### src/rtl/bbc_pkg.sv
// ----------------------------------------------------------------------------
// bbc_pkg
// Shared types and codes of the LRU block buffer cache tag manager.
// ----------------------------------------------------------------------------
package bbc_pkg;

  // request opcodes
  localparam logic [2:0] OP_GET       = 3'd0;
  localparam logic [2:0] OP_RELEASE   = 3'd1;
  localparam logic [2:0] OP_FLUSH_ONE = 3'd2;
  localparam logic [2:0] OP_FLUSH_ALL = 3'd3;
  localparam logic [2:0] OP_FILL_FAIL = 3'd4;

  // result kinds
  localparam logic [2:0] KIND_GRANT     = 3'd0;
  localparam logic [2:0] KIND_WRITEBACK = 3'd1;
  localparam logic [2:0] KIND_READ      = 3'd2;
  localparam logic [2:0] KIND_ACK       = 3'd3;
  localparam logic [2:0] KIND_ERROR     = 3'd4;

  localparam logic [31:0] TAG_INVALID = 32'hffff_ffff;
  localparam logic [7:0]  COUNT_MAX   = 8'hff;
  localparam logic [15:0] AGE_BIAS    = 16'h8000;

  // target index sources
  localparam logic [1:0] TGT_IDX  = 2'd0;
  localparam logic [1:0] TGT_HIT  = 2'd1;
  localparam logic [1:0] TGT_PICK = 2'd2;
  localparam logic [1:0] TGT_CNT  = 2'd3;

  // row update modes
  localparam logic [2:0] WR_GET_HIT  = 3'd0;
  localparam logic [2:0] WR_GET_MISS = 3'd1;
  localparam logic [2:0] WR_RELEASE  = 3'd2;
  localparam logic [2:0] WR_CLEAN    = 3'd3;
  localparam logic [2:0] WR_FILL     = 3'd4;

  // block field source of a result
  localparam logic [1:0] BLK_ZERO = 2'd0;
  localparam logic [1:0] BLK_ITEM = 2'd1;
  localparam logic [1:0] BLK_TAG  = 2'd2;

  // one buffer's tag state
  typedef struct packed {
    logic [31:0] tag;
    logic [15:0] stamp;
    logic [7:0]  count;
    logic        dirty;
  } row_t;

  localparam row_t RESET_ROW = '{tag: TAG_INVALID, stamp: 16'd0, count: 8'd0, dirty: 1'b0};

  // controller to datapath
  typedef struct packed {
    logic       load_item;
    logic       scan_clr;
    logic       rd_cnt;
    logic       eval;
    logic       cnt_inc;
    logic       rd_tgt;
    logic       tgt_load;
    logic [1:0] tgt_sel;
    logic       wr_en;
    logic [2:0] wr_mode;
    logic       emit;
    logic [2:0] emit_kind;
    logic       emit_last;
    logic       emit_buf_zero;
    logic [1:0] emit_blk_sel;
  } cmd_t;

  // datapath to controller
  typedef struct packed {
    logic [2:0] op;
    logic       idx_bad;
    logic       count_zero;
    logic       count_max;
    logic       dirty;
    logic       hit_found;
    logic       pick_found;
    logic       cnt_last;
    logic       out_free;
  } status_t;

endpackage

### src/rtl/block_buffer_cache_lru.sv
// ----------------------------------------------------------------------------
// block_buffer_cache_lru
// Tag manager of an LRU block buffer cache: get, release, flush, fill failure.
// ----------------------------------------------------------------------------
// Channel  Dir  Payload
// s_*      in   request: opcode, block_number, buffer_index, write_flag
// m_*      out  result: kind, out_buffer, out_block; tlast = last
//
// Get scans the tag RAM read port one row a cycle for match and LRU, then reads
// the target row. Release, flush one, fill failed read the indexed row directly.
// Flush all reads each row in turn and writes back and cleans the dirty ones.
// Reset clears all buffers at once through per-row valid bits; no sweep.
// A stalled result output holds the sequencer; one request is handled at a time.
// ----------------------------------------------------------------------------
module block_buffer_cache_lru
  import bbc_pkg::*;
#(
  parameter int NUM_BUFFERS = 16
) (
  input  logic        clk,
  input  logic        rst,
  input  logic        s_tvalid,
  output logic        s_tready,
  input  logic [39:0] s_tdata,   // opcode[2:0], block_number[34:3], buffer_index[38:35],
                                 // write_flag[39]
  output logic        m_tvalid,
  input  logic        m_tready,
  output logic [39:0] m_tdata,   // kind[2:0], out_buffer[6:3], out_block[38:7], zero[39]
  output logic        m_tlast    // last
);

  cmd_t    cmd;
  status_t sts;

  bbc_ctrl u_ctrl (
    .clk      (clk),
    .rst      (rst),
    .s_tvalid (s_tvalid),
    .s_tready (s_tready),
    .sts      (sts),
    .cmd      (cmd)
  );

  bbc_datapath #(.NUM_BUFFERS(NUM_BUFFERS)) u_dp (
    .clk      (clk),
    .rst      (rst),
    .cmd      (cmd),
    .sts      (sts),
    .s_tdata  (s_tdata),
    .m_tvalid (m_tvalid),
    .m_tready (m_tready),
    .m_tdata  (m_tdata),
    .m_tlast  (m_tlast)
  );

endmodule

### src/rtl/bbc_ram.sv
// ----------------------------------------------------------------------------
// bbc_ram
// Generic single write port, single read port RAM with registered read.
// ----------------------------------------------------------------------------
module bbc_ram #(
  parameter int WIDTH = 8,
  parameter int DEPTH = 16
) (
  input  logic                     clk,
  input  logic                     wr_en,
  input  logic [$clog2(DEPTH)-1:0] wr_addr,
  input  logic [WIDTH-1:0]         wr_data,
  input  logic                     rd_en,
  input  logic [$clog2(DEPTH)-1:0] rd_addr,
  output logic [WIDTH-1:0]         rd_data
);

  logic [WIDTH-1:0] mem [DEPTH];

  always_ff @(posedge clk) begin
    if (wr_en) begin
      mem[wr_addr] <= wr_data;
    end
    if (rd_en) begin
      rd_data <= mem[rd_addr];
    end
  end

endmodule

### src/rtl/bbc_datapath.sv
// ----------------------------------------------------------------------------
// bbc_datapath
// Tag RAM, valid bits, scan counter, hit and LRU tracking, output register.
// ----------------------------------------------------------------------------
module bbc_datapath
  import bbc_pkg::*;
#(
  parameter int NUM_BUFFERS = 16
) (
  input  logic        clk,
  input  logic        rst,
  input  cmd_t        cmd,
  output status_t     sts,
  input  logic [39:0] s_tdata,
  output logic        m_tvalid,
  input  logic        m_tready,
  output logic [39:0] m_tdata,   // kind[2:0], out_buffer[6:3], out_block[38:7], zero[39]
  output logic        m_tlast    // last
);

  localparam int IW = $clog2(NUM_BUFFERS);
  localparam logic [IW-1:0] LAST_IDX = IW'(NUM_BUFFERS - 1);

  // captured request
  logic [2:0]  op_q;
  logic [31:0] block_q;
  logic [3:0]  idx_q;
  logic        wr_q;

  logic [IW-1:0] cnt, tgt, ev_idx, hit_idx, pick_idx;
  logic          ev_v, hit_found, pick_found;
  logic [15:0]   pick_key, seq;
  logic [NUM_BUFFERS-1:0] vld;
  logic          vld_q;
  row_t          ram_q, row, wr_row;
  logic [IW-1:0] rd_addr;
  logic          rd_en;
  logic [15:0]   ev_key;
  logic [7:0]    count_dec;
  logic          out_free;
  logic [31:0]   emit_blk;

  always_ff @(posedge clk) begin
    if (cmd.load_item) begin
      op_q    <= s_tdata[2:0];
      block_q <= s_tdata[34:3];
      idx_q   <= s_tdata[38:35];
      wr_q    <= s_tdata[39];
    end
  end

  // read port: scan counter or target
  assign rd_en   = cmd.rd_cnt | cmd.rd_tgt;
  assign rd_addr = cmd.rd_cnt ? cnt : tgt;

  bbc_ram #(.WIDTH($bits(row_t)), .DEPTH(NUM_BUFFERS)) u_ram (
    .clk     (clk),
    .wr_en   (cmd.wr_en),
    .wr_addr (tgt),
    .wr_data (wr_row),
    .rd_en   (rd_en),
    .rd_addr (rd_addr),
    .rd_data (ram_q)
  );

  // valid bits: a never-written row reads as its reset value
  always_ff @(posedge clk) begin
    if (rst) begin
      vld <= '0;
    end else if (cmd.wr_en) begin
      vld[tgt] <= 1'b1;
    end
  end

  always_ff @(posedge clk) begin
    if (rd_en) begin
      vld_q <= vld[rd_addr];
    end
  end

  assign row = vld_q ? ram_q : RESET_ROW;

  // scan counter and target
  always_ff @(posedge clk) begin
    if (rst || cmd.scan_clr) begin
      cnt <= '0;
    end else if (cmd.cnt_inc) begin
      cnt <= cnt + 1'b1;
    end
    if (cmd.tgt_load) begin
      unique case (cmd.tgt_sel)
        TGT_IDX:  tgt <= IW'(idx_q);
        TGT_HIT:  tgt <= hit_idx;
        TGT_PICK: tgt <= pick_idx;
        TGT_CNT:  tgt <= cnt;
        default:  tgt <= cnt;
      endcase
    end
  end

  // scan evaluation, one row a cycle, in the cycle after the row is read
  assign ev_key = (seq - row.stamp) ^ AGE_BIAS;

  always_ff @(posedge clk) begin
    if (rst) begin
      ev_v       <= 1'b0;
      hit_found  <= 1'b0;
      pick_found <= 1'b0;
    end else begin
      ev_v <= cmd.rd_cnt & cmd.eval;
      if (cmd.scan_clr) begin
        hit_found  <= 1'b0;
        pick_found <= 1'b0;
      end else if (ev_v) begin
        if (!hit_found && row.tag == block_q) begin
          hit_found <= 1'b1;
        end
        if (row.count == 8'd0 && (!pick_found || ev_key > pick_key)) begin
          pick_found <= 1'b1;
        end
      end
    end
  end

  always_ff @(posedge clk) begin
    ev_idx <= cnt;
    if (ev_v && !hit_found && row.tag == block_q) begin
      hit_idx <= ev_idx;
    end
    if (ev_v && row.count == 8'd0 && (!pick_found || ev_key > pick_key)) begin
      pick_idx <= ev_idx;
      pick_key <= ev_key;
    end
  end

  // row update
  assign count_dec = row.count - 8'd1;

  always_comb begin
    wr_row = row;
    unique case (cmd.wr_mode)
      WR_GET_HIT: wr_row.count = row.count + 8'd1;
      WR_GET_MISS: begin
        wr_row.tag   = block_q;
        wr_row.count = row.count + 8'd1;
        wr_row.dirty = 1'b0;
      end
      WR_RELEASE: begin
        wr_row.dirty = row.dirty | wr_q;
        wr_row.count = count_dec;
        if (count_dec == 8'd0) begin
          wr_row.stamp = seq + 16'd1;
        end
      end
      WR_CLEAN: wr_row.dirty = 1'b0;
      WR_FILL: begin
        wr_row.tag   = TAG_INVALID;
        wr_row.count = count_dec;
      end
      default: wr_row = row;
    endcase
  end

  // release sequence counter
  always_ff @(posedge clk) begin
    if (rst) begin
      seq <= '0;
    end else if (cmd.wr_en && cmd.wr_mode == WR_RELEASE && count_dec == 8'd0) begin
      seq <= seq + 16'd1;
    end
  end

  // result register
  assign out_free = !m_tvalid || m_tready;

  always_comb begin
    unique case (cmd.emit_blk_sel)
      BLK_ITEM: emit_blk = block_q;
      BLK_TAG:  emit_blk = row.tag;
      default:  emit_blk = '0;
    endcase
  end

  always_ff @(posedge clk) begin
    if (rst) begin
      m_tvalid <= 1'b0;
    end else if (cmd.emit) begin
      m_tvalid <= 1'b1;
    end else if (m_tready) begin
      m_tvalid <= 1'b0;
    end
  end

  always_ff @(posedge clk) begin
    if (cmd.emit) begin
      m_tdata <= {1'b0, emit_blk, (cmd.emit_buf_zero ? 4'd0 : 4'(tgt)), cmd.emit_kind};
      m_tlast <= cmd.emit_last;
    end
  end

  // status
  assign sts.op         = op_q;
  assign sts.idx_bad    = 32'(idx_q) >= 32'(NUM_BUFFERS);
  assign sts.count_zero = row.count == 8'd0;
  assign sts.count_max  = row.count == COUNT_MAX;
  assign sts.dirty      = row.dirty;
  assign sts.hit_found  = hit_found;
  assign sts.pick_found = pick_found;
  assign sts.cnt_last   = cnt == LAST_IDX;
  assign sts.out_free   = out_free;

  a_emit_free: assert property (@(posedge clk) disable iff (rst) cmd.emit |-> out_free)
    else $error("result emitted over a pending one");
  a_hit_eval: assert property (@(posedge clk) disable iff (rst)
    $rose(hit_found) |-> $past(ev_v))
    else $error("hit recorded outside a scan");
  a_cnt_range: assert property (@(posedge clk) disable iff (rst) cnt <= LAST_IDX)
    else $error("scan counter out of range");

endmodule

### src/rtl/bbc_ctrl.sv
// ----------------------------------------------------------------------------
// bbc_ctrl
// Sequencer: scan, decide, read target row, update and emit results.
// ----------------------------------------------------------------------------
module bbc_ctrl
  import bbc_pkg::*;
(
  input  logic    clk,
  input  logic    rst,
  input  logic    s_tvalid,
  output logic    s_tready,
  input  status_t sts,
  output cmd_t    cmd
);

  localparam logic [3:0] S_IDLE     = 4'd0;
  localparam logic [3:0] S_CHECK    = 4'd1;
  localparam logic [3:0] S_SCAN     = 4'd2;
  localparam logic [3:0] S_SCAN_END = 4'd3;
  localparam logic [3:0] S_DECIDE   = 4'd4;
  localparam logic [3:0] S_RD       = 4'd5;
  localparam logic [3:0] S_EXEC     = 4'd6;
  localparam logic [3:0] S_READ_CMD = 4'd7;
  localparam logic [3:0] S_GRANT    = 4'd8;
  localparam logic [3:0] S_ACK      = 4'd9;
  localparam logic [3:0] S_ERR      = 4'd10;
  localparam logic [3:0] S_FL_RD    = 4'd11;
  localparam logic [3:0] S_FL_EV    = 4'd12;
  localparam logic [3:0] S_FL_ACK   = 4'd13;

  logic [3:0] state, state_next;
  logic       hit, hit_next;

  always_ff @(posedge clk) begin
    if (rst) begin
      state <= S_IDLE;
      hit   <= 1'b0;
    end else begin
      state <= state_next;
      hit   <= hit_next;
    end
  end

  assign s_tready = state == S_IDLE;

  always_comb begin
    state_next = state;
    hit_next   = hit;
    cmd        = '0;
    unique case (state)
      S_IDLE: begin
        if (s_tvalid) begin
          cmd.load_item = 1'b1;
          cmd.scan_clr  = 1'b1;
          state_next    = S_CHECK;
        end
      end
      S_CHECK: begin
        priority if (sts.op == OP_GET) begin
          state_next = S_SCAN;
        end else if (sts.op == OP_FLUSH_ALL) begin
          state_next = S_FL_RD;
        end else if (sts.op > OP_FILL_FAIL || sts.idx_bad) begin
          state_next = S_ERR;
        end else begin
          cmd.tgt_load = 1'b1;
          cmd.tgt_sel  = TGT_IDX;
          state_next   = S_RD;
        end
      end
      S_SCAN: begin
        cmd.rd_cnt = 1'b1;
        cmd.eval   = 1'b1;
        if (sts.cnt_last) begin
          state_next = S_SCAN_END;
        end else begin
          cmd.cnt_inc = 1'b1;
        end
      end
      S_SCAN_END: state_next = S_DECIDE;
      S_DECIDE: begin
        cmd.tgt_load = 1'b1;
        priority if (sts.hit_found) begin
          cmd.tgt_sel = TGT_HIT;
          hit_next    = 1'b1;
          state_next  = S_RD;
        end else if (sts.pick_found) begin
          cmd.tgt_sel = TGT_PICK;
          hit_next    = 1'b0;
          state_next  = S_RD;
        end else begin
          state_next = S_ERR;
        end
      end
      S_RD: begin
        cmd.rd_tgt = 1'b1;
        state_next = S_EXEC;
      end
      S_EXEC: begin
        unique case (sts.op)
          OP_GET: begin
            if (hit) begin
              if (sts.count_max) begin
                state_next = S_ERR;
              end else if (sts.out_free) begin
                cmd.wr_en        = 1'b1;
                cmd.wr_mode      = WR_GET_HIT;
                cmd.emit         = 1'b1;
                cmd.emit_kind    = KIND_GRANT;
                cmd.emit_blk_sel = BLK_ITEM;
                cmd.emit_last    = 1'b1;
                state_next       = S_IDLE;
              end
            end else if (!sts.dirty || sts.out_free) begin
              cmd.emit         = sts.dirty;
              cmd.emit_kind    = KIND_WRITEBACK;
              cmd.emit_blk_sel = BLK_TAG;
              cmd.wr_en        = 1'b1;
              cmd.wr_mode      = WR_GET_MISS;
              state_next       = S_READ_CMD;
            end
          end
          OP_RELEASE: begin
            if (sts.count_zero) begin
              state_next = S_ERR;
            end else begin
              cmd.wr_en   = 1'b1;
              cmd.wr_mode = WR_RELEASE;
              state_next  = S_ACK;
            end
          end
          OP_FLUSH_ONE: begin
            if (!sts.dirty) begin
              state_next = S_ACK;
            end else if (sts.out_free) begin
              cmd.emit         = 1'b1;
              cmd.emit_kind    = KIND_WRITEBACK;
              cmd.emit_blk_sel = BLK_TAG;
              cmd.wr_en        = 1'b1;
              cmd.wr_mode      = WR_CLEAN;
              state_next       = S_ACK;
            end
          end
          default: begin
            if (sts.count_zero) begin
              state_next = S_ERR;
            end else begin
              cmd.wr_en   = 1'b1;
              cmd.wr_mode = WR_FILL;
              state_next  = S_ACK;
            end
          end
        endcase
      end
      S_READ_CMD: begin
        if (sts.out_free) begin
          cmd.emit         = 1'b1;
          cmd.emit_kind    = KIND_READ;
          cmd.emit_blk_sel = BLK_ITEM;
          state_next       = S_GRANT;
        end
      end
      S_GRANT: begin
        if (sts.out_free) begin
          cmd.emit         = 1'b1;
          cmd.emit_kind    = KIND_GRANT;
          cmd.emit_blk_sel = BLK_ITEM;
          cmd.emit_last    = 1'b1;
          state_next       = S_IDLE;
        end
      end
      S_ACK: begin
        if (sts.out_free) begin
          cmd.emit         = 1'b1;
          cmd.emit_kind    = KIND_ACK;
          cmd.emit_blk_sel = BLK_ZERO;
          cmd.emit_last    = 1'b1;
          state_next       = S_IDLE;
        end
      end
      S_ERR: begin
        if (sts.out_free) begin
          cmd.emit          = 1'b1;
          cmd.emit_kind     = KIND_ERROR;
          cmd.emit_blk_sel  = BLK_ZERO;
          cmd.emit_buf_zero = 1'b1;
          cmd.emit_last     = 1'b1;
          state_next        = S_IDLE;
        end
      end
      S_FL_RD: begin
        cmd.rd_cnt   = 1'b1;
        cmd.tgt_load = 1'b1;
        cmd.tgt_sel  = TGT_CNT;
        state_next   = S_FL_EV;
      end
      S_FL_EV: begin
        if (!sts.dirty || sts.out_free) begin
          cmd.emit         = sts.dirty;
          cmd.emit_kind    = KIND_WRITEBACK;
          cmd.emit_blk_sel = BLK_TAG;
          cmd.wr_en        = sts.dirty;
          cmd.wr_mode      = WR_CLEAN;
          if (sts.cnt_last) begin
            state_next = S_FL_ACK;
          end else begin
            cmd.cnt_inc = 1'b1;
            state_next  = S_FL_RD;
          end
        end
      end
      S_FL_ACK: begin
        if (sts.out_free) begin
          cmd.emit          = 1'b1;
          cmd.emit_kind     = KIND_ACK;
          cmd.emit_blk_sel  = BLK_ZERO;
          cmd.emit_buf_zero = 1'b1;
          cmd.emit_last     = 1'b1;
          state_next        = S_IDLE;
        end
      end
      default: state_next = S_IDLE;
    endcase
  end

  a_accept_idle: assert property (@(posedge clk) disable iff (rst)
    (s_tvalid && s_tready) |=> state == S_CHECK)
    else $error("accepted request did not start decoding");
  a_single_port: assert property (@(posedge clk) disable iff (rst)
    !(cmd.rd_cnt && cmd.rd_tgt))
    else $error("two reads in one cycle");
  a_last_idle: assert property (@(posedge clk) disable iff (rst)
    (cmd.emit && cmd.emit_last) |=> state == S_IDLE)
    else $error("final result without return to idle");

endmodule
### config.mk
export PLATFORM = sky130hd
export DESIGN_NAME = block_buffer_cache_lru
export DESIGN_NICKNAME = d
export VERILOG_FILES = /design/src/rtl/bbc_pkg.sv /design/src/rtl/block_buffer_cache_lru.sv /design/src/rtl/bbc_ram.sv /design/src/rtl/bbc_datapath.sv /design/src/rtl/bbc_ctrl.sv
export SDC_FILE = /design/constraint.sdc
export NUM_CORES = 2
export LEC_CHECK = 0
export ABC_AREA = 0
export BUFFER_PORTS_ARGS = -buffer_cell sky130_fd_sc_hd__buf_4
export CAP_MARGIN = 20
export CORE_MARGIN = 2
export CORE_UTILIZATION = 53
export CTS_CLUSTER_SIZE = 24
export DETAILED_ROUTE_END_ITERATION = 7
export HOLD_SLACK_MARGIN = 0.12
export PLACE_DENSITY = 0.84
export SYNTH_ARGS = -nofsm -noshare
export SYNTH_HDL_FRONTEND = slang
export SYNTH_SLANG_ARGS = --single-unit
### constraint.sdc
create_clock -name clk -period 6.1 [get_ports clk]
set_input_delay 1.22 -clock clk [delete_from_list [all_inputs] [get_ports clk]]
set_output_delay 1.22 -clock clk [all_outputs]
set_load 0.005 [all_outputs]
==> flow_metrics.tcl <==
set metrics [dict create \
    grt_max_degree 69 \
    power_mw 22.3 \
    place.gp.congestion 0.936 \
    die_h_um 299 \
    io_buffers 85 \
    grt_pass1_vias 27500 \
    syn_avg_cell_area_um2 15.5 \
    grtUsageTotal_pct 26.1 \
    cp_max_fo 20 \
    synth_sequential_area_ratio_pct 72.4 \
    seq_area_um2 33400 \
    layout_common_cells "edfxtp_1, mux2i_1, o22ai_1" \
    slew_headroom_pct 19.1 \
    viasPerCell 6.55 \
    dieArea_um2 89300 \
    cp-end-kind "flop" \
    required_ns 6.39 \
    synth-main-ff-cell "edfxtp_1" \
    postSynthRegisterBits 1127 \
    synth_fp_nets 3065 \
    multi_input_comb_area_um2 12100 \
    drv_cap 0 \
    synth_edf_count 1078 \
    fillCellCount 6025 \
    finalSetupTns_ns 0 \
    irDropWorstVdd_mv 0.404 \
    post_cts_resized 0 \
    clk_latency_ns 0.70 \
    outcome "finished clean" \
    ant_nets 0 \
    grt_remaining_overflow 0 \
    h-tree-depth 3 \
    dr_total_vias 28600 \
    routed_wl_mm 120 \
    wl_per_cell_um 27.4 \
    antenna_found_initial 0 \
    max_freq_mhz 194 \
    synthDistinctLibCells 77 \
    clk_pin_slew_ns 0.06 \
    hold_buffers 0 \
    numCtsBuffers 105 \
    row_count 108 \
    skew_ns 0.0443 \
    period_share_pct 84.3 \
    slew_viol_final 0 \
    final_common_cell "edfxtp_1" \
    cp.arrival_ns 5.43 \
    pin_count 87 \
    dp_slack_ns 1.06 \
    setup_slack_ns 0.956 \
    drc 0 \
    hp-class "flop to flop" \
    fin_crit_ns 5.14 \
    synthesis.area_um2 46100 \
    ys_async_sr_fraction_pct 0 \
    setup_viol 0 \
    fin_util_pct 60.6 \
    p_leak_nw 18.5 \
    drive_gt1_share_pct 12.8 \
    post_cts_buffers 0 \
    initial_core_util_pct 53.3 \
    clockBufferDepth 3 \
    numClockSinks 1127 \
    cts_tree "yes" \
    synth.yosys.warnings 0 \
    synthToLayoutAreaGrowth_pct 13.7 \
    chipWidth_um 299 \
    synth_cells 2981 \
    core_um2 86500 \
    worst_pin_slew_ns 1.20 \
    root_buffer "clkbuf_16" \
    drt_iter0_markers 4513 \
    p_per_area_nw_per_um2 426 \
    hpwl_mm 66.2 \
    drtPass1Iterations 6 \
    final_nets 3216 \
    startpoint_type "flop" \
    grt_pass1_wl_mm 174 \
    rsz0062_at_grt "false" \
    finalHoldViolCount 0 \
    worst-setup-path-type "flop to flop" \
]
## per-layer routing
metal,GRT usage (%),vias up,part of all wire (%)
li1,-,12000,-
met2,41.0,2273,46
met1,35.8,13900,36
met3,5.91,411,13
met5,0,-,0
met4,10.4,0,4.3
## power breakdown
| part | switching (mW) | internal (mW) | total [mW] | leakage [nW] |
|---|---|---|---|---|
| logic | 3.67 | 2.19 | 5.86 | 6.73 |
| clock network | 2.88 | 3.60 | 6.47 | 1.65 |
| registers | 0.420 | 9.57 | 9.99 | 10.1 |
| total | 6.97 | 15.3 | 22.3 | 18.5 |
## stage by stage
step                      instance area [µm²]  hold WS (ns)  std cells
after floorplan                         46100         0.329       2981
after global placement                  48900         0.410       4168
after detailed placement                48900         0.416       4168
after CTS                               52300         0.430       4361
after global routing                    52400         0.448       4373
final                                   52400         0.432       4374
## cell usage after synthesis, types with 7 or more instances
cell	n	area (µm²)
edfxtp_1	1078	32400
mux2i_1	469	4690
o22ai_1	243	1520
nor2_1	189	709
clkbuf_1	93	349
nand2_1	77	289
a21oi_1	74	370
o21ai_0	74	370
or4_1	65	488
inv_1	58	218
buf_1	55	206
dfxtp_1	49	981
ha_1	39	488
a22oi_1	38	285
nand2b_1	38	238
nand3_1	33	165
xnor2_1	25	219
nor2b_1	20	125
nor3_1	20	100
or3_1	20	125
xor2_1	18	158
a31oi_1	15	93.8
buf_2	15	75.1
and2_1	13	81.3
o211ai_1	12	90.1
nand4_1	11	68.8
and3_1	9	56.3
a211oi_1	8	60.1
a21o_1	8	60.1
a41oi_1	8	70.1
o21a_1	8	60.1
o31ai_1	7	52.6
## flip-flops by register name, indices dropped and copies added (netlist names), 3 cells and up
name                flops
u_ctrl.state            4
u_dp.block_q           32
u_dp.cnt                4
u_dp.ev_idx             4
u_dp.hit_idx            4
u_dp.idx_q              4
u_dp.m_tdata           39
u_dp.op_q               3
u_dp.pick_idx           4
u_dp.pick_key          16
u_dp.seq               16
u_dp.tgt                4
u_dp.u_ram.mem        912
u_dp.u_ram.rd_data     57
u_dp.vld               16
## kinds of logic (layout without fill, tap and decap cells)
family / Yosys count / after routing / synth area share, %
buf+inv: 223 / 460 / 1.88
simple gates: 529 / 529 / 5.96
fa+ha+maj: 41 / 41 / 1.12
compound gates: 547 / 547 / 7.60
xor+xnor: 43 / 43 / 0.817
other cells: 1 / 2 / 0.00814
flops: 1127 / 1127 / 72.4
mux: 470 / 470 / 10.2
## final timing paths
path	start	end	slack, ns	cells after the start
max	u_dp.vld_q$_DFFE_PP_	u_dp.pick_key[1]$_DFFE_PP_	0.96	15
min	u_dp.ev_idx[1]$_DFF_P_	u_dp.hit_idx[1]$_DFFE_PP_	0.43	0
max reg2reg	u_dp.vld_q$_DFFE_PP_	u_dp.pick_key[1]$_DFFE_PP_	0.96	15
min reg2reg	u_dp.ev_idx[1]$_DFF_P_	u_dp.hit_idx[1]$_DFFE_PP_	0.43	0
## critical path, stage by stage, from the launching register on
cell and delay [ns]:
edfxtp_1 0.73, buf_4 0.35, nand2_1 0.11, ha_1 0.35, o211ai_1 0.18, a21oi_1 0.09
o21a_1 0.20, o21ai_0 0.20, or4b_2 0.61, o211ai_1 0.18, ha_1 0.19, nand4_1 0.11
or3_1 0.35, and4b_1 0.18, o21ai_0 0.07, o2111a_1 0.83
## final cells by class
class / instances / share of cell area (%)
Clock inverter: 70 / 1.33
Antenna cell: 1 / 0.00478
Multi-Input combinational cell: 1631 / 23.2
Clock buffer: 123 / 5.19
Inverter: 58 / 0.415
Timing Repair Buffer: 209 / 3.50
Tap cell: 1155 / 2.76
Sequential cell: 1127 / 63.6
No activity file was read; power rests on OpenSTA's default activity.
